$ cat config.mk
export PLATFORM = sky130hd
export DESIGN_NAME = eth_ipv4_header_inserter_unit
export DESIGN_NICKNAME = d
export VERILOG_FILES = /design/src/eii_pkg.sv /design/src/eii_cfg_regs.sv /design/src/eth_ipv4_header_inserter_unit.sv
export SDC_FILE = /design/constraint.sdc
export NUM_CORES = 1
export LEC_CHECK = 0
export ABC_AREA = 1
export BUFFER_PORTS_ARGS = -buffer_cell sky130_fd_sc_hd__buf_2
export CORE_ASPECT_RATIO = 1.25
export CORE_UTILIZATION = 37
export DETAILED_ROUTE_END_ITERATION = 8
export HOLD_SLACK_MARGIN = 0.03
export PLACE_DENSITY_LB_ADDON = 0.3
export SYNTH_ARGS = -nofsm -noshare
export SYNTH_HDL_FRONTEND = slang
export SYNTH_HIERARCHICAL = 1
export SYNTH_SLANG_ARGS = --single-unit
$ cat constraint.sdc
create_clock -name i_clk -period 5.27 [get_ports i_clk]
set_clock_uncertainty 0.1 [all_clocks]
set_input_delay 0.7905 -clock i_clk [delete_from_list [all_inputs] [get_ports i_clk]]
set_output_delay 0.7905 -clock i_clk [all_outputs]
set_load 0.03 [all_outputs]
$ cat src/eii_pkg.sv
// Shared types and constants for the Ethernet/IPv4 header inserter.
package eii_pkg;

    localparam int unsigned HdrBytes   = 34;
    localparam int unsigned IpHdrBytes = 20;
    localparam int unsigned IdxW       = $clog2(HdrBytes);
    localparam int unsigned ChkWords   = 10;

    typedef logic [IdxW-1:0] t_hdr_idx;

    localparam t_hdr_idx     HdrLastIdx = t_hdr_idx'(HdrBytes - 1);
    localparam t_hdr_idx     ChkLastIdx = t_hdr_idx'(ChkWords);
    localparam logic [15:0]  MaxPayload = 16'd65515;
    localparam logic [15:0]  IpHdrLen   = 16'(IpHdrBytes);
    localparam logic [16:0]  FrameHdrLen = 17'(HdrBytes);

    // register file defaults
    localparam logic [47:0] DestMacRst   = 48'hFFFF_FFFF_FFFF;
    localparam logic [47:0] SourceMacRst = 48'h1234_5678_9ABC;
    localparam logic [31:0] SourceIpRst  = 32'hC0A8_0001;
    localparam logic [31:0] DestIpRst    = 32'hC0A8_0002;
    localparam logic [15:0] IdentRst     = 16'h1234;
    localparam logic [7:0]  HopLimitRst  = 8'd64;
    localparam logic [7:0]  ProtoRst     = 8'd17;

    localparam int unsigned ApbAddrW = 6;
    localparam int unsigned ApbDataW = 64;

    typedef enum logic [2:0] {
        REG_DEST_MAC   = 3'd0,
        REG_SOURCE_MAC = 3'd1,
        REG_SOURCE_IP  = 3'd2,
        REG_DEST_IP    = 3'd3,
        REG_IDENT      = 3'd4,
        REG_HOP_LIMIT  = 3'd5,
        REG_PROTO      = 3'd6
    } t_reg_idx;

    typedef enum logic {
        OP_START   = 1'b0,
        OP_PAYLOAD = 1'b1
    } t_op;

    typedef struct packed {
        logic [47:0] dest_mac;
        logic [47:0] source_mac;
        logic [31:0] source_ip;
        logic [31:0] dest_ip;
        logic [15:0] ident;
        logic [7:0]  hop_limit;
        logic [7:0]  proto_number;
    } t_hdr_cfg;

endpackage

$ cat src/eii_cfg_regs.sv
// APB register file holding the header fields.
module eii_cfg_regs
    import eii_pkg::*;
(
    input  logic                i_clk,
    input  logic                i_rst_n,
    input  logic                psel,
    input  logic                penable,
    input  logic                pwrite,
    input  logic [ApbAddrW-1:0] paddr,
    input  logic [ApbDataW-1:0] pwdata,
    output logic [ApbDataW-1:0] prdata,
    output logic                pready,
    output t_hdr_cfg            o_cfg
);

    t_hdr_cfg r_cfg;
    logic     w_wr;
    t_reg_idx w_idx;

    assign pready = 1'b1;
    assign w_wr   = psel & penable & pwrite & pready;
    assign w_idx  = t_reg_idx'(paddr[ApbAddrW-1:3]);
    assign o_cfg  = r_cfg;

    always_ff @(posedge i_clk) begin
        if (!i_rst_n) begin
            r_cfg.dest_mac     <= DestMacRst;
            r_cfg.source_mac   <= SourceMacRst;
            r_cfg.source_ip    <= SourceIpRst;
            r_cfg.dest_ip      <= DestIpRst;
            r_cfg.ident        <= IdentRst;
            r_cfg.hop_limit    <= HopLimitRst;
            r_cfg.proto_number <= ProtoRst;
        end else if (w_wr) begin
            unique case (w_idx)
                REG_DEST_MAC:   r_cfg.dest_mac     <= pwdata[47:0];
                REG_SOURCE_MAC: r_cfg.source_mac   <= pwdata[47:0];
                REG_SOURCE_IP:  r_cfg.source_ip    <= pwdata[31:0];
                REG_DEST_IP:    r_cfg.dest_ip      <= pwdata[31:0];
                REG_IDENT:      r_cfg.ident        <= pwdata[15:0];
                REG_HOP_LIMIT:  r_cfg.hop_limit    <= pwdata[7:0];
                REG_PROTO:      r_cfg.proto_number <= pwdata[7:0];
                default: ;  // unmapped slot, write dropped
            endcase
        end
    end

    always_comb begin
        unique case (w_idx)
            REG_DEST_MAC:   prdata = ApbDataW'(r_cfg.dest_mac);
            REG_SOURCE_MAC: prdata = ApbDataW'(r_cfg.source_mac);
            REG_SOURCE_IP:  prdata = ApbDataW'(r_cfg.source_ip);
            REG_DEST_IP:    prdata = ApbDataW'(r_cfg.dest_ip);
            REG_IDENT:      prdata = ApbDataW'(r_cfg.ident);
            REG_HOP_LIMIT:  prdata = ApbDataW'(r_cfg.hop_limit);
            REG_PROTO:      prdata = ApbDataW'(r_cfg.proto_number);
            default:        prdata = '0;
        endcase
    end

endmodule

$ cat src/eth_ipv4_header_inserter_unit.sv
// Ethernet/IPv4 header inserter: header generation, checksum and payload pass-through.
//
// A start transfer (tuser = 0) makes the block send the 34-byte Ethernet and
// IPv4 header, one byte per cycle while m_tready allows, most significant byte
// first; the input stays stalled until the last header byte goes out. The IPv4
// checksum is accumulated one header word per cycle during the first ten header
// bytes, well before it goes out. Payload transfers (tuser = 1) then pass at one
// byte per cycle while m_tready allows, through the input register and the output
// register; the last counted byte carries tlast (for a zero length, the last header
// byte does), and a byte with no open packet is echoed with the error flag in tuser.
// A start with a length above 65515 is clamped to 65515. Registers sit at byte address
// 8*i on a 64-bit APB port and should only be written while the stream is idle.
module eth_ipv4_header_inserter_unit
    import eii_pkg::*;
(
    input  logic                i_clk,
    input  logic                i_rst_n,
    // APB configuration
    input  logic                psel,
    input  logic                penable,
    input  logic                pwrite,
    input  logic [ApbAddrW-1:0] paddr,
    input  logic [ApbDataW-1:0] pwdata,
    output logic [ApbDataW-1:0] prdata,
    output logic                pready,
    // input stream
    input  logic                s_tvalid,
    output logic                s_tready,
    input  logic [23:0]         s_tdata,   // [15:0] payload_length, [23:16] data_byte
    input  logic                s_tuser,   // [0] operation
    // output stream
    output logic                m_tvalid,
    input  logic                m_tready,
    output logic [31:0]         m_tdata,   // [7:0] out_byte, [24:8] frame_length, zero pad
    output logic                m_tlast,
    output logic                m_tuser    // [0] error
);

    t_hdr_cfg w_cfg;

    eii_cfg_regs u_cfg (
        .i_clk   (i_clk),
        .i_rst_n (i_rst_n),
        .psel    (psel),
        .penable (penable),
        .pwrite  (pwrite),
        .paddr   (paddr),
        .pwdata  (pwdata),
        .prdata  (prdata),
        .pready  (pready),
        .o_cfg   (w_cfg)
    );

    // input register
    logic        r_in_valid;
    t_op         r_in_op;
    logic [15:0] r_in_len;
    logic [7:0]  r_in_byte;

    // packet state
    t_hdr_idx    r_idx;
    logic [15:0] r_acc;
    logic [15:0] r_remaining;
    logic [16:0] r_total;

    // output register
    logic        r_out_valid;
    logic [7:0]  r_out_byte;
    logic        r_out_last;
    logic [16:0] r_out_flen;
    logic        r_out_err;

    logic [7:0]  n_out_byte;
    logic        n_out_last;
    logic [16:0] n_out_flen;
    logic        n_out_err;

    logic        w_adv;
    logic        w_fire;
    logic        w_consume;
    logic        w_hdr_last;
    logic        w_accept;
    logic [15:0] w_len_sat;
    logic [15:0] w_tot;
    logic [16:0] w_flen;
    logic [15:0] w_word;
    logic [16:0] w_sum;
    logic [15:0] w_acc_next;
    logic [15:0] w_csum;
    logic [7:0]  w_hdr_byte;

    assign w_adv      = !r_out_valid || m_tready;
    assign w_fire     = r_in_valid && w_adv;
    assign w_hdr_last = (r_idx == HdrLastIdx);
    assign w_consume  = (r_in_op == OP_PAYLOAD) || w_hdr_last;
    assign s_tready   = !r_in_valid || (w_adv && w_consume);
    assign w_accept   = s_tvalid && s_tready;

    assign w_len_sat = (s_tdata[15:0] > MaxPayload) ? MaxPayload : s_tdata[15:0];
    assign w_tot     = r_in_len + IpHdrLen;
    assign w_flen    = {1'b0, r_in_len} + FrameHdrLen;

    // one IPv4 header word per cycle, while the output advances, into the end-around-carry sum
    always_comb begin
        case (r_idx)
            t_hdr_idx'(0): w_word = 16'h4500;
            t_hdr_idx'(1): w_word = w_tot;
            t_hdr_idx'(2): w_word = w_cfg.ident;
            t_hdr_idx'(3): w_word = 16'h4000;
            t_hdr_idx'(4): w_word = {w_cfg.hop_limit, w_cfg.proto_number};
            t_hdr_idx'(6): w_word = w_cfg.source_ip[31:16];
            t_hdr_idx'(7): w_word = w_cfg.source_ip[15:0];
            t_hdr_idx'(8): w_word = w_cfg.dest_ip[31:16];
            t_hdr_idx'(9): w_word = w_cfg.dest_ip[15:0];
            default:       w_word = 16'h0000;
        endcase
    end

    assign w_sum      = {1'b0, r_acc} + {1'b0, w_word};
    assign w_acc_next = w_sum[16] ? (w_sum[15:0] + 16'd1) : w_sum[15:0];
    assign w_csum     = ~r_acc;

    always_comb begin
        case (r_idx)
            t_hdr_idx'(0):  w_hdr_byte = w_cfg.dest_mac[47:40];
            t_hdr_idx'(1):  w_hdr_byte = w_cfg.dest_mac[39:32];
            t_hdr_idx'(2):  w_hdr_byte = w_cfg.dest_mac[31:24];
            t_hdr_idx'(3):  w_hdr_byte = w_cfg.dest_mac[23:16];
            t_hdr_idx'(4):  w_hdr_byte = w_cfg.dest_mac[15:8];
            t_hdr_idx'(5):  w_hdr_byte = w_cfg.dest_mac[7:0];
            t_hdr_idx'(6):  w_hdr_byte = w_cfg.source_mac[47:40];
            t_hdr_idx'(7):  w_hdr_byte = w_cfg.source_mac[39:32];
            t_hdr_idx'(8):  w_hdr_byte = w_cfg.source_mac[31:24];
            t_hdr_idx'(9):  w_hdr_byte = w_cfg.source_mac[23:16];
            t_hdr_idx'(10): w_hdr_byte = w_cfg.source_mac[15:8];
            t_hdr_idx'(11): w_hdr_byte = w_cfg.source_mac[7:0];
            t_hdr_idx'(12): w_hdr_byte = 8'h08;
            t_hdr_idx'(13): w_hdr_byte = 8'h00;
            t_hdr_idx'(14): w_hdr_byte = 8'h45;
            t_hdr_idx'(15): w_hdr_byte = 8'h00;
            t_hdr_idx'(16): w_hdr_byte = w_tot[15:8];
            t_hdr_idx'(17): w_hdr_byte = w_tot[7:0];
            t_hdr_idx'(18): w_hdr_byte = w_cfg.ident[15:8];
            t_hdr_idx'(19): w_hdr_byte = w_cfg.ident[7:0];
            t_hdr_idx'(20): w_hdr_byte = 8'h40;
            t_hdr_idx'(21): w_hdr_byte = 8'h00;
            t_hdr_idx'(22): w_hdr_byte = w_cfg.hop_limit;
            t_hdr_idx'(23): w_hdr_byte = w_cfg.proto_number;
            t_hdr_idx'(24): w_hdr_byte = w_csum[15:8];
            t_hdr_idx'(25): w_hdr_byte = w_csum[7:0];
            t_hdr_idx'(26): w_hdr_byte = w_cfg.source_ip[31:24];
            t_hdr_idx'(27): w_hdr_byte = w_cfg.source_ip[23:16];
            t_hdr_idx'(28): w_hdr_byte = w_cfg.source_ip[15:8];
            t_hdr_idx'(29): w_hdr_byte = w_cfg.source_ip[7:0];
            t_hdr_idx'(30): w_hdr_byte = w_cfg.dest_ip[31:24];
            t_hdr_idx'(31): w_hdr_byte = w_cfg.dest_ip[23:16];
            t_hdr_idx'(32): w_hdr_byte = w_cfg.dest_ip[15:8];
            t_hdr_idx'(33): w_hdr_byte = w_cfg.dest_ip[7:0];
            default:        w_hdr_byte = 8'h00;
        endcase
    end

    always_comb begin
        if (r_in_op == OP_START) begin
            n_out_byte = w_hdr_byte;
            n_out_last = w_hdr_last && (r_in_len == 16'd0);
            n_out_flen = w_flen;
            n_out_err  = 1'b0;
        end else begin
            n_out_byte = r_in_byte;
            n_out_flen = r_total;
            // stray byte: nothing left in the open packet
            n_out_err  = (r_remaining == 16'd0);
            n_out_last = (r_remaining == 16'd1);
        end
    end

    always_ff @(posedge i_clk) begin
        if (!i_rst_n) begin
            r_in_valid  <= 1'b0;
            r_idx       <= '0;
            r_acc       <= 16'hFFFF;
            r_remaining <= 16'd0;
            r_total     <= FrameHdrLen;
            r_out_valid <= 1'b0;
        end else begin
            if (w_fire) begin
                if (r_in_op == OP_START) begin
                    if (w_hdr_last) begin
                        r_idx       <= '0;
                        r_acc       <= 16'hFFFF;
                        r_remaining <= r_in_len;
                        r_total     <= w_flen;
                    end else begin
                        r_idx <= r_idx + t_hdr_idx'(1);
                        if (r_idx < ChkLastIdx) begin
                            r_acc <= w_acc_next;
                        end
                    end
                end else if (r_remaining != 16'd0) begin
                    r_remaining <= r_remaining - 16'd1;
                end
            end

            if (w_accept) begin
                r_in_valid <= 1'b1;
            end else if (w_fire && w_consume) begin
                r_in_valid <= 1'b0;
            end

            if (w_fire) begin
                r_out_valid <= 1'b1;
            end else if (m_tready) begin
                r_out_valid <= 1'b0;
            end
        end
    end

    always_ff @(posedge i_clk) begin
        if (w_accept) begin
            r_in_op   <= t_op'(s_tuser);
            r_in_len  <= w_len_sat;
            r_in_byte <= s_tdata[23:16];
        end
        if (w_fire) begin
            r_out_byte <= n_out_byte;
            r_out_last <= n_out_last;
            r_out_flen <= n_out_flen;
            r_out_err  <= n_out_err;
        end
    end

    assign m_tvalid = r_out_valid;
    assign m_tdata  = {7'd0, r_out_flen, r_out_byte};
    assign m_tlast  = r_out_last;
    assign m_tuser  = r_out_err;

endmodule
==> impl_results.md, run 1 <==
* Status: complete, no violations
* Remaining DRCs at 0
* Post-CTS Setup Inserts at 0
* Hold Crit Start: s_tuser
* 1st-pass router iterations at 5
* Hold Path Stages at 1
* Final Setup Violations at 0
* Initial DRC Count at 1895
* FMAX at 0.2293 GHz
* Wire per inst at 20.17 um
* Vias post-DR at 19040
* Gate Count Post-Synth at 2852
* Setup CP Type: reg -> reg
* Synthesized cell area at 18440 um2
* Final min period at 4.362 ns
* Final setup TNS at 0 ns
* Antenna violations before repair at 1
* Most frequent CP cell: nand2_1
* R2R setup slack at 0.91 ns
* Non-filler cells, final at 3605
* Pin count of the biggest net entering global routing at 86
* H-tree levels at 2
* Final period util at 82.77%
* Die footprint at 50750 um2
* First-pass GRT wire length at ~110000 um
* Leak pwr at between 9 and 10 nW
* Area leader, netlist: dfxtp_1
* CP Max Fanout at 19
* Startpoint types: flop
* Post-synth EDFFs at 52
* Max-cap violations at 0
* Final wirelength at 72720 um
* Core Area at 49300 um2
* Netlist cell types at 55
* R2r endpoint: r_acc[13]$_SDFFE_PN1P_
* Hold Path Class: in -> reg
* Ports at 203
* RePlAce Congestion at 1.036
* Ys async rst share at 0%
* Post_cts resized at 0
* List of most frequent post-synthesis cells: 996 x nand2_1, 337 x nor2_1, 285 x nand3_1, 269 x inv_1, 249 x dfxtp_1
* Tightest Pin Transition at slightly below 1 ns
* Yosys warns at 6
* Most common cell in the synthesized netlist: nand2_1
* Slowest-stage cell, CP: ha_1
* Syn avg cell area at between 6 and 7 um2
* RSZ-0062 raised after global routing: false
* Yosys top cell area share at 27.03%
* DR vias/cell at 5.280
* Final instance area at 20510 um2
* Final hold vios at 0
* Clock buffer depth at 3
* Die outline width at 201.7 um
* WHS Endpoint: r_in_op$_DFFE_PP_
* Rows at 91
* Antenna viol nets, final at 0
* Clk Latency, worst-skew pair at 0.54 ns
* Yosys reg bits at roughly 300
* Clock transition at path regs at about 0.070 ns
* Post-layout net count at 3059
* Max-slew violations at 0
* Initial core utilization at 37.41%
* Share of cells above drive strength 1 at 11.34%
* Power density cells at 288.4 nW/um2
* Endpoint type of the worst setup path: flop
* Number of global-route vias before repair at about 17000
* Port Buffers at 159
* Die H at 251.6 um
* VDD IR max at between 0.0002 and 0.00025 V
* Root Buffer: clkbuf_16
* Critical Path AT at 4.66 ns
* Total track usage at 28.03%
* Placed wire-length estimate at 53500 um
* Number of clock sinks at between 300 and 400
* Dominant synthesized flop cell: dfxtp_1
* ANT cells at 0
* Reg2reg start: r_idx[0]$_SDFFE_PN0P_
* # hold bufs at CTS at 0
* Req. time, crit path at 5.56 ns
* TritonCTS buffer count at 34
* Dpl cells at 3545
* TritonCTS clock tree: built
* Seq/Total Area, Yosys at between 30% and 40%
* Total global routing overflow at 0
* Post-DP Area at 19400 um2
* Synth top area cells: dfxtp_1 27%, nand2_1 20%, edfxtp_1 8.5%
* Crit-path cells: inv_1 -> ha_1 -> nand3_1 -> inv_4 -> nand2_1 -> o21ai_0 -> a221oi_1 -> o2111ai_1 -> ha_1 -> nand2_1 -> nor2_1 -> nand2_1 -> nand2_2 -> nand2_1 -> nand2_1 -> nand2_1 -> nor3_2 -> nand2_1 -> nand2_1 -> nand3_1 -> nand2_1 -> nand3_1
* Slew margin rel. at 35.79%
* Max incr delay on CP at 0.49 ns
* Reg2Reg Depth at 22
* Area grow syn2layout at 11.22%
## placed cells by master (no fill, tap or decap), drive strengths merged, types with 4 or more instances in the layout
cell / count
nor2: 367
nor3: 17
inv: 297
a22o: 8
clkinv: 10
nand3b: 4
dfxtp: 249
a21oi: 55
a221oi: 25
or2: 4
nand2: 1007
xor2: 28
edfxtp: 52
a211oi: 12
o2111ai: 7
o21ai: 83
nand3: 298
buf: 185
clkbuf: 49
ha: 26
o211ai: 9
o22ai: 30
conb: 24
nor4: 7
nand4: 76
## layout make-up
| class | instances | area [um2] |
|---|---|---|
| Fill cell | 5301 | 28790 |
| Tap cell | 651 | 814.5 |
| Multi-Input combinational cell | 2110 | 9896 |
| Sequential cell | 301 | 6546 |
| Clock inverter | 11 | 87.58 |
| Timing Repair Buffer | 185 | 1022 |
| Clock buffer | 49 | 1018 |
| Inverter | 298 | 1126 |
## critical path: cells and delay by family (launching register included)
| family | cells | cell delay (ns) |
|---|---|---|
| buffers and inverters | 2 | 0.31 |
| AOI/OAI and AO/OA | 3 | 0.81 |
| and+or+nand+nor | 15 | 1.83 |
| adders and majority gates | 2 | 0.80 |
| DFF | 1 | 0.39 |
## state kept, by name (all words and copies together), names as in the netlist
name,flops
u_cfg/o_cfg,192
r_in_byte,8
r_idx,6
m_tvalid,1
m_tlast,1
r_acc,16
r_in_len,16
r_out_flen,17
r_remaining,16
r_in_valid,1
r_total,17
r_in_op,1
r_out_byte,8
m_tuser,1
## where the power goes
group	leakage, nW	total [mW]	internal [mW]	switching (mW)
Combinational	6.81	1.05	0.302	0.747
Sequential	2.52	2.48	2.41	0.0663
Clock	0.548	2.39	1.39	0.997
Total	9.88	5.92	4.11	1.81
## metrics by stage
stage	hold slack, ns	worst slack (ns)	util (%)	power, mW
finish	0.3329	0.9080	41.60	5.916
global route	0.3226	0.5859	41.60	6.144
CTS	0.3134	0.9822	41.60	5.944
detailed placement	0.3472	1.001	39.36	3.561
global placement	0.3374	1.015	39.36	3.562
floorplan	0.3249	1.758	-	3.271
## cell families after synthesis
logic type               share of synthesized area (%)
adder cells (fa/ha/maj)                          1.873
AND/OR/NAND/NOR                                  41.37
XOR/XNOR                                         1.472
other                                          0.06106
AO/OA/AOI/OAI                                    8.372
flip-flops                                       35.50
buffers and inverters                            11.35
## worst max path at each step
stage                          start                     end  slack, ns  cells after the start
6_report       r_idx[0]$_SDFFE_PN0P_  r_acc[13]$_SDFFE_PN1P_       0.91                     22
5_1_grt        r_idx[0]$_SDFFE_PN0P_  r_acc[13]$_SDFFE_PN1P_       0.59                     22
4_1_cts        r_idx[0]$_SDFFE_PN0P_  r_acc[13]$_SDFFE_PN1P_       0.98                     22
3_5_place_dp   r_idx[1]$_SDFFE_PN0P_  r_acc[13]$_SDFFE_PN1P_       1.00                     22
3_3_place_gp   r_idx[1]$_SDFFE_PN0P_  r_acc[13]$_SDFFE_PN1P_       1.02                     22
2_1_floorplan  r_idx[0]$_SDFFE_PN0P_  r_acc[10]$_SDFFE_PN1P_       1.76                     22
## layer usage
layer	global-route usage [%]	wire length, um	vias to the layer above
met1	34.01	28330	8771
met2	46.33	33980	800
met5	0	15	-
met3	3.190	4635	192
met4	19.68	5758	2
li1	-	-	9270
(Power assumes the default switching activity.)
==> run 2: changes to the inputs <==
- ABC_AREA: 1 -> 0
- clock period: 5.27 -> 4.3 ns (I/O delays scaled with it)
==> impl_results.md, run 2 <==
* Status: complete, no violations
* Switch Pwr at 2.301 mW (+27%)
* Area leader, netlist: dfxtp_1
* Leak pwr at 8.244 nW (-17%)
* Synth top area cells: dfxtp_1 28%, mux2i_1 9.1%, edfxtp_1 8.9%
* Hold Crit Start: s_tdata[18]
* Yosys reg bits at 301 (unchanged)
* # hold bufs at CTS at 0 (unchanged)
* Setup CP Type: reg -> reg
* Pin count of the biggest net entering global routing at 131 (+52%)
* Multiplexer share of the synthesized area at 12.09% (+12 points)
* Power density cells at 356.4 nW/um2 (+24%)
* Root Buffer: clkbuf_16
* Rows at 88 (-3.3%)
* Endpoint type of the worst setup path: flop
* Initial DRC Count at 1846 (-2.6%)
* Most frequent cells in the layout: 244 x dfxtp_1, 234 x nand2_1, 205 x nand3_1
* Startpoint types: flop
* Gate power share at 21.2% (+3.5 points)
* Place WS at -0.2116 ns (-1.212 ns)
* Max-cap violations at 0 (unchanged)
* Max reg flops at 192 (unchanged)
* Remaining DRCs at 0 (unchanged)
* Largest family of logic cells by synthesized area: simple AND/OR/NAND/NOR gates
* Final Setup Violations at 0 (unchanged)
* Most common cell in the synthesized netlist: dfxtp_1
* Total track usage at 30.56% (+2.5 points)
* R2r endpoint: r_acc[15]$_SDFFE_PN1P_
* R2R setup slack at 0.05 ns (-0.85 ns)
* Syn avg cell area at 8.767 um2 (+36%)
* Global routing's busiest layer: met2
* TritonCTS clock tree: built
* Sequential share of power at 40.6% (-1.3 points)
* Sw frac at 30.71% (+0.11 points)
* Number of global-route vias before repair at 16500 (-3.9%)
* TritonCTS buffer count at 34 (unchanged)
* Seq/Total Area, Yosys at 37.36% (+1.9 points)
* Port Buffers at 159 (unchanged)
* FMAX at 0.2355 GHz (+2.7%)
* Global routing usage on met1 at 35.71% (+1.7 points)
* Dominant synthesized flop cell: dfxtp_1
* Critical Path AT at 4.59 ns (-0.07 ns)
* Core Area at 46460 um2 (-5.8%)
* Non-filler cells, final at 2820 (-22%)
* Share of cells above drive strength 1 at 23.76% (+12 points)
* WHS Endpoint: r_in_byte[2]$_DFFE_PP_
* Post-synthesis xor/xnor area fraction at 2.785% (+1.3 points)
* First-pass GRT wire length at 109000 um (+0.98%)
* Post-layout net count at 2292 (-25%)
* Simple-Gate Fraction of Synth Area at 20.45% (-21 points)
* Clk Latency, worst-skew pair at 0.56 ns (+0.02 ns)
* Number of clock sinks at 301 (unchanged)
* Die outline width at 196.7 um (-2.5%)
* Gate Count Post-Synth at 1999 (-30%)
* Die H at 245.3 um (-2.5%)
* Compound-Gate Fraction of Synth Area at 18.38% (+10 points)
* Final min period at 4.245 ns (-0.1165 ns)
* Final setup TNS at 0 ns (unchanged)
* VDD IR max at 0.0002637 V (+20%)
* Overall Power at 7.491 mW (+27%)
* Hold Path Class: in -> reg
* Hold Path Stages at 1 (unchanged)
* Ports at 203 (unchanged)
* Yosys top cell area share at 28.44% (+1.4 points)
* Die footprint at 48240 um2 (-4.9%)
* CP Max Fanout at 7 (-12)
* Placed wire-length estimate at 56050 um (+4.8%)
* Commonest non-fill, non-tap cell in the layout: dfxtp_1
* Tightest Pin Transition at 1.154 ns (+0.1905 ns)
* Antenna violations before repair at 2 (+1)
* Final period util at 98.73% (+16 points)
* Post-synth EDFFs at 52 (unchanged)
* Post-Synth Adder-Cell Area at 1.971% (+0.098 points)
* Yosys warns at 6 (unchanged)
* Wire per inst at 26.66 um (+32%)
* RSZ-0062 raised after global routing: true
* Dpl cells at 2747 (-23%)
* Reg2Reg Depth at 17 (-23%)
* Final hold vios at 0 (unchanged)
* Netlist cell types at 93 (+69%)
* RePlAce Congestion at 1.072 (+3.4%)
* DR vias/cell at 6.095 (+15%)
* Final wirelength at 75180 um (+3.4%)
* M2 GR Usage at 51.99% (+5.7 points)
* Synthesized cell area at 17520 um2 (-5.0%)
* Setup ws final at 0.05450 ns (-0.8535 ns)
* Vias post-DR at 17190 (-9.7%)
* Max-slew violations at 0 (unchanged)
* Clock buffer depth at 3 (unchanged)
* List of most frequent post-synthesis cells: 249 x dfxtp_1, 235 x nand2_1, 209 x nand3_1, 160 x mux2i_1, 132 x clkbuf_1
* Clk pwr share at 38.2% (-2.2 points)
* P_int at 5.191 mW (+26%)
* Total global routing overflow at 0 (unchanged)
* Initial core utilization at 37.72% (+0.31 points)
* Reg2reg start: r_idx[1]$_SDFFE_PN0P_
* 1st-pass router iterations at 6 (+1)
* H-tree levels at 2 (unchanged)
* Met3 Use GR at 4.951% (+1.8 points)
* Antenna viol nets, final at 0 (unchanged)
* Ys async rst share at 0% (unchanged)
* Area grow syn2layout at 19.96%
* Clock transition at path regs at 0.07 ns (about the same)
* Slew margin rel. at 22.38% (-13 points)
* Req. time, crit path at 4.65 ns (-0.91 ns)
-- run 2: cell types whose count changed after synthesis, sizes merged, moves of 51 or more --
cell / previous run / this run
inv: 296 / 35
a22oi: 3 / 68
clkbuf: 49 / 132
nand2: 1007 / 238
o21ai: 83 / 141
nor2: 367 / 91
mux2i: 0 / 160
nand3: 298 / 210
nand4: 76 / 25
-- run 2: area by class of cell --
cell class / instances / area (um2)
Sequential cell: 301 / 6558
Inverter: 35 / 131.4
Multi-Input combinational cell: 1469 / 10320
Antenna cell: 1 / 2.502
Tap cell: 630 / 788.3
Fill cell: 4624 / 25440
Timing Repair Buffer: 322 / 2146
Clock buffer: 51 / 975.9
Clock inverter: 11 / 100.1
-- run 2: what timing repair did --
item,CTS,global route
resized for setup,15,78
setup endpoints to repair,11,12
setup buffers,1,11
pin swaps,10,47
-- run 2: cell families (layout without fill, tap and decap cells) --
kind of cell | Yosys count | after routing
buffers and inverters | 250 | 419
xor gates and xnor gates | 54 | 54
AOI/OAI and AO/OA | 448 | 448
DFF | 301 | 301
other | 3 | 25
adders and majority gates | 27 | 27
and+or+nand+nor | 726 | 726
muxes | 190 | 190
-- run 2: metal layers --
metal  vias to the layer above  share of wire (%)
met2                       862                 48
met5                         -              0.015
met3                       230                7.0
li1                       7617                  -
met4                         2                7.5
met1                      8476                 38
-- run 2: how the worst max path moves through the flow --
stage                                startpoint                      to  depth (start not counted)
after floorplan           r_idx[0]$_SDFFE_PN0P_  r_acc[15]$_SDFFE_PN1P_                         21
after global placement    r_idx[1]$_SDFFE_PN0P_  r_acc[15]$_SDFFE_PN1P_                         19
after detailed placement  r_idx[1]$_SDFFE_PN0P_  r_acc[15]$_SDFFE_PN1P_                         19
after CTS                 r_idx[0]$_SDFFE_PN0P_  r_acc[15]$_SDFFE_PN1P_                         17
after global routing      r_idx[0]$_SDFFE_PN0P_  r_acc[15]$_SDFFE_PN1P_                         16
final                     r_idx[1]$_SDFFE_PN0P_  r_acc[15]$_SDFFE_PN1P_                         17
-- run 2: through the flow --
step / hold WS [ns] / util, % / area (um2)
final: 0.1613 / 45.24 / 21020
after global routing: 0.1538 / 45.24 / 21020
after CTS: 0.1431 / 44.31 / 20590
after detailed placement: 0.3670 / 41.78 / 19410
after global placement: 0.3508 / 41.78 / 19410
after floorplan: 0.3400 / - / 17680
-- run 2: power by group through the flow --
stage	logic, mW	registers (mW)	clock network, mW
floorplan	0.939	3.09	0
global placement	1.40	3.10	0
detailed placement	1.42	3.10	0
CTS	1.46	3.04	2.89
global route	1.69	3.05	3.00
finish	1.59	3.04	2.86
-- run 2: critical path, stage by stage (launching register included) --
cell	delay, ns
dfxtp_2	0.32
buf_4	0.15
ha_1	0.21
and3_4	0.17
buf_4	0.18
a222oi_1	0.35
nand3_1	0.24
buf_6	0.20
ha_4	0.29
buf_4	0.15
o2111a_1	0.24
nor3_4	0.07
o31ai_1	0.43
o22ai_4	0.19
nor3_4	0.20
a31oi_1	0.14
o21a_1	0.20
o32a_1	0.27
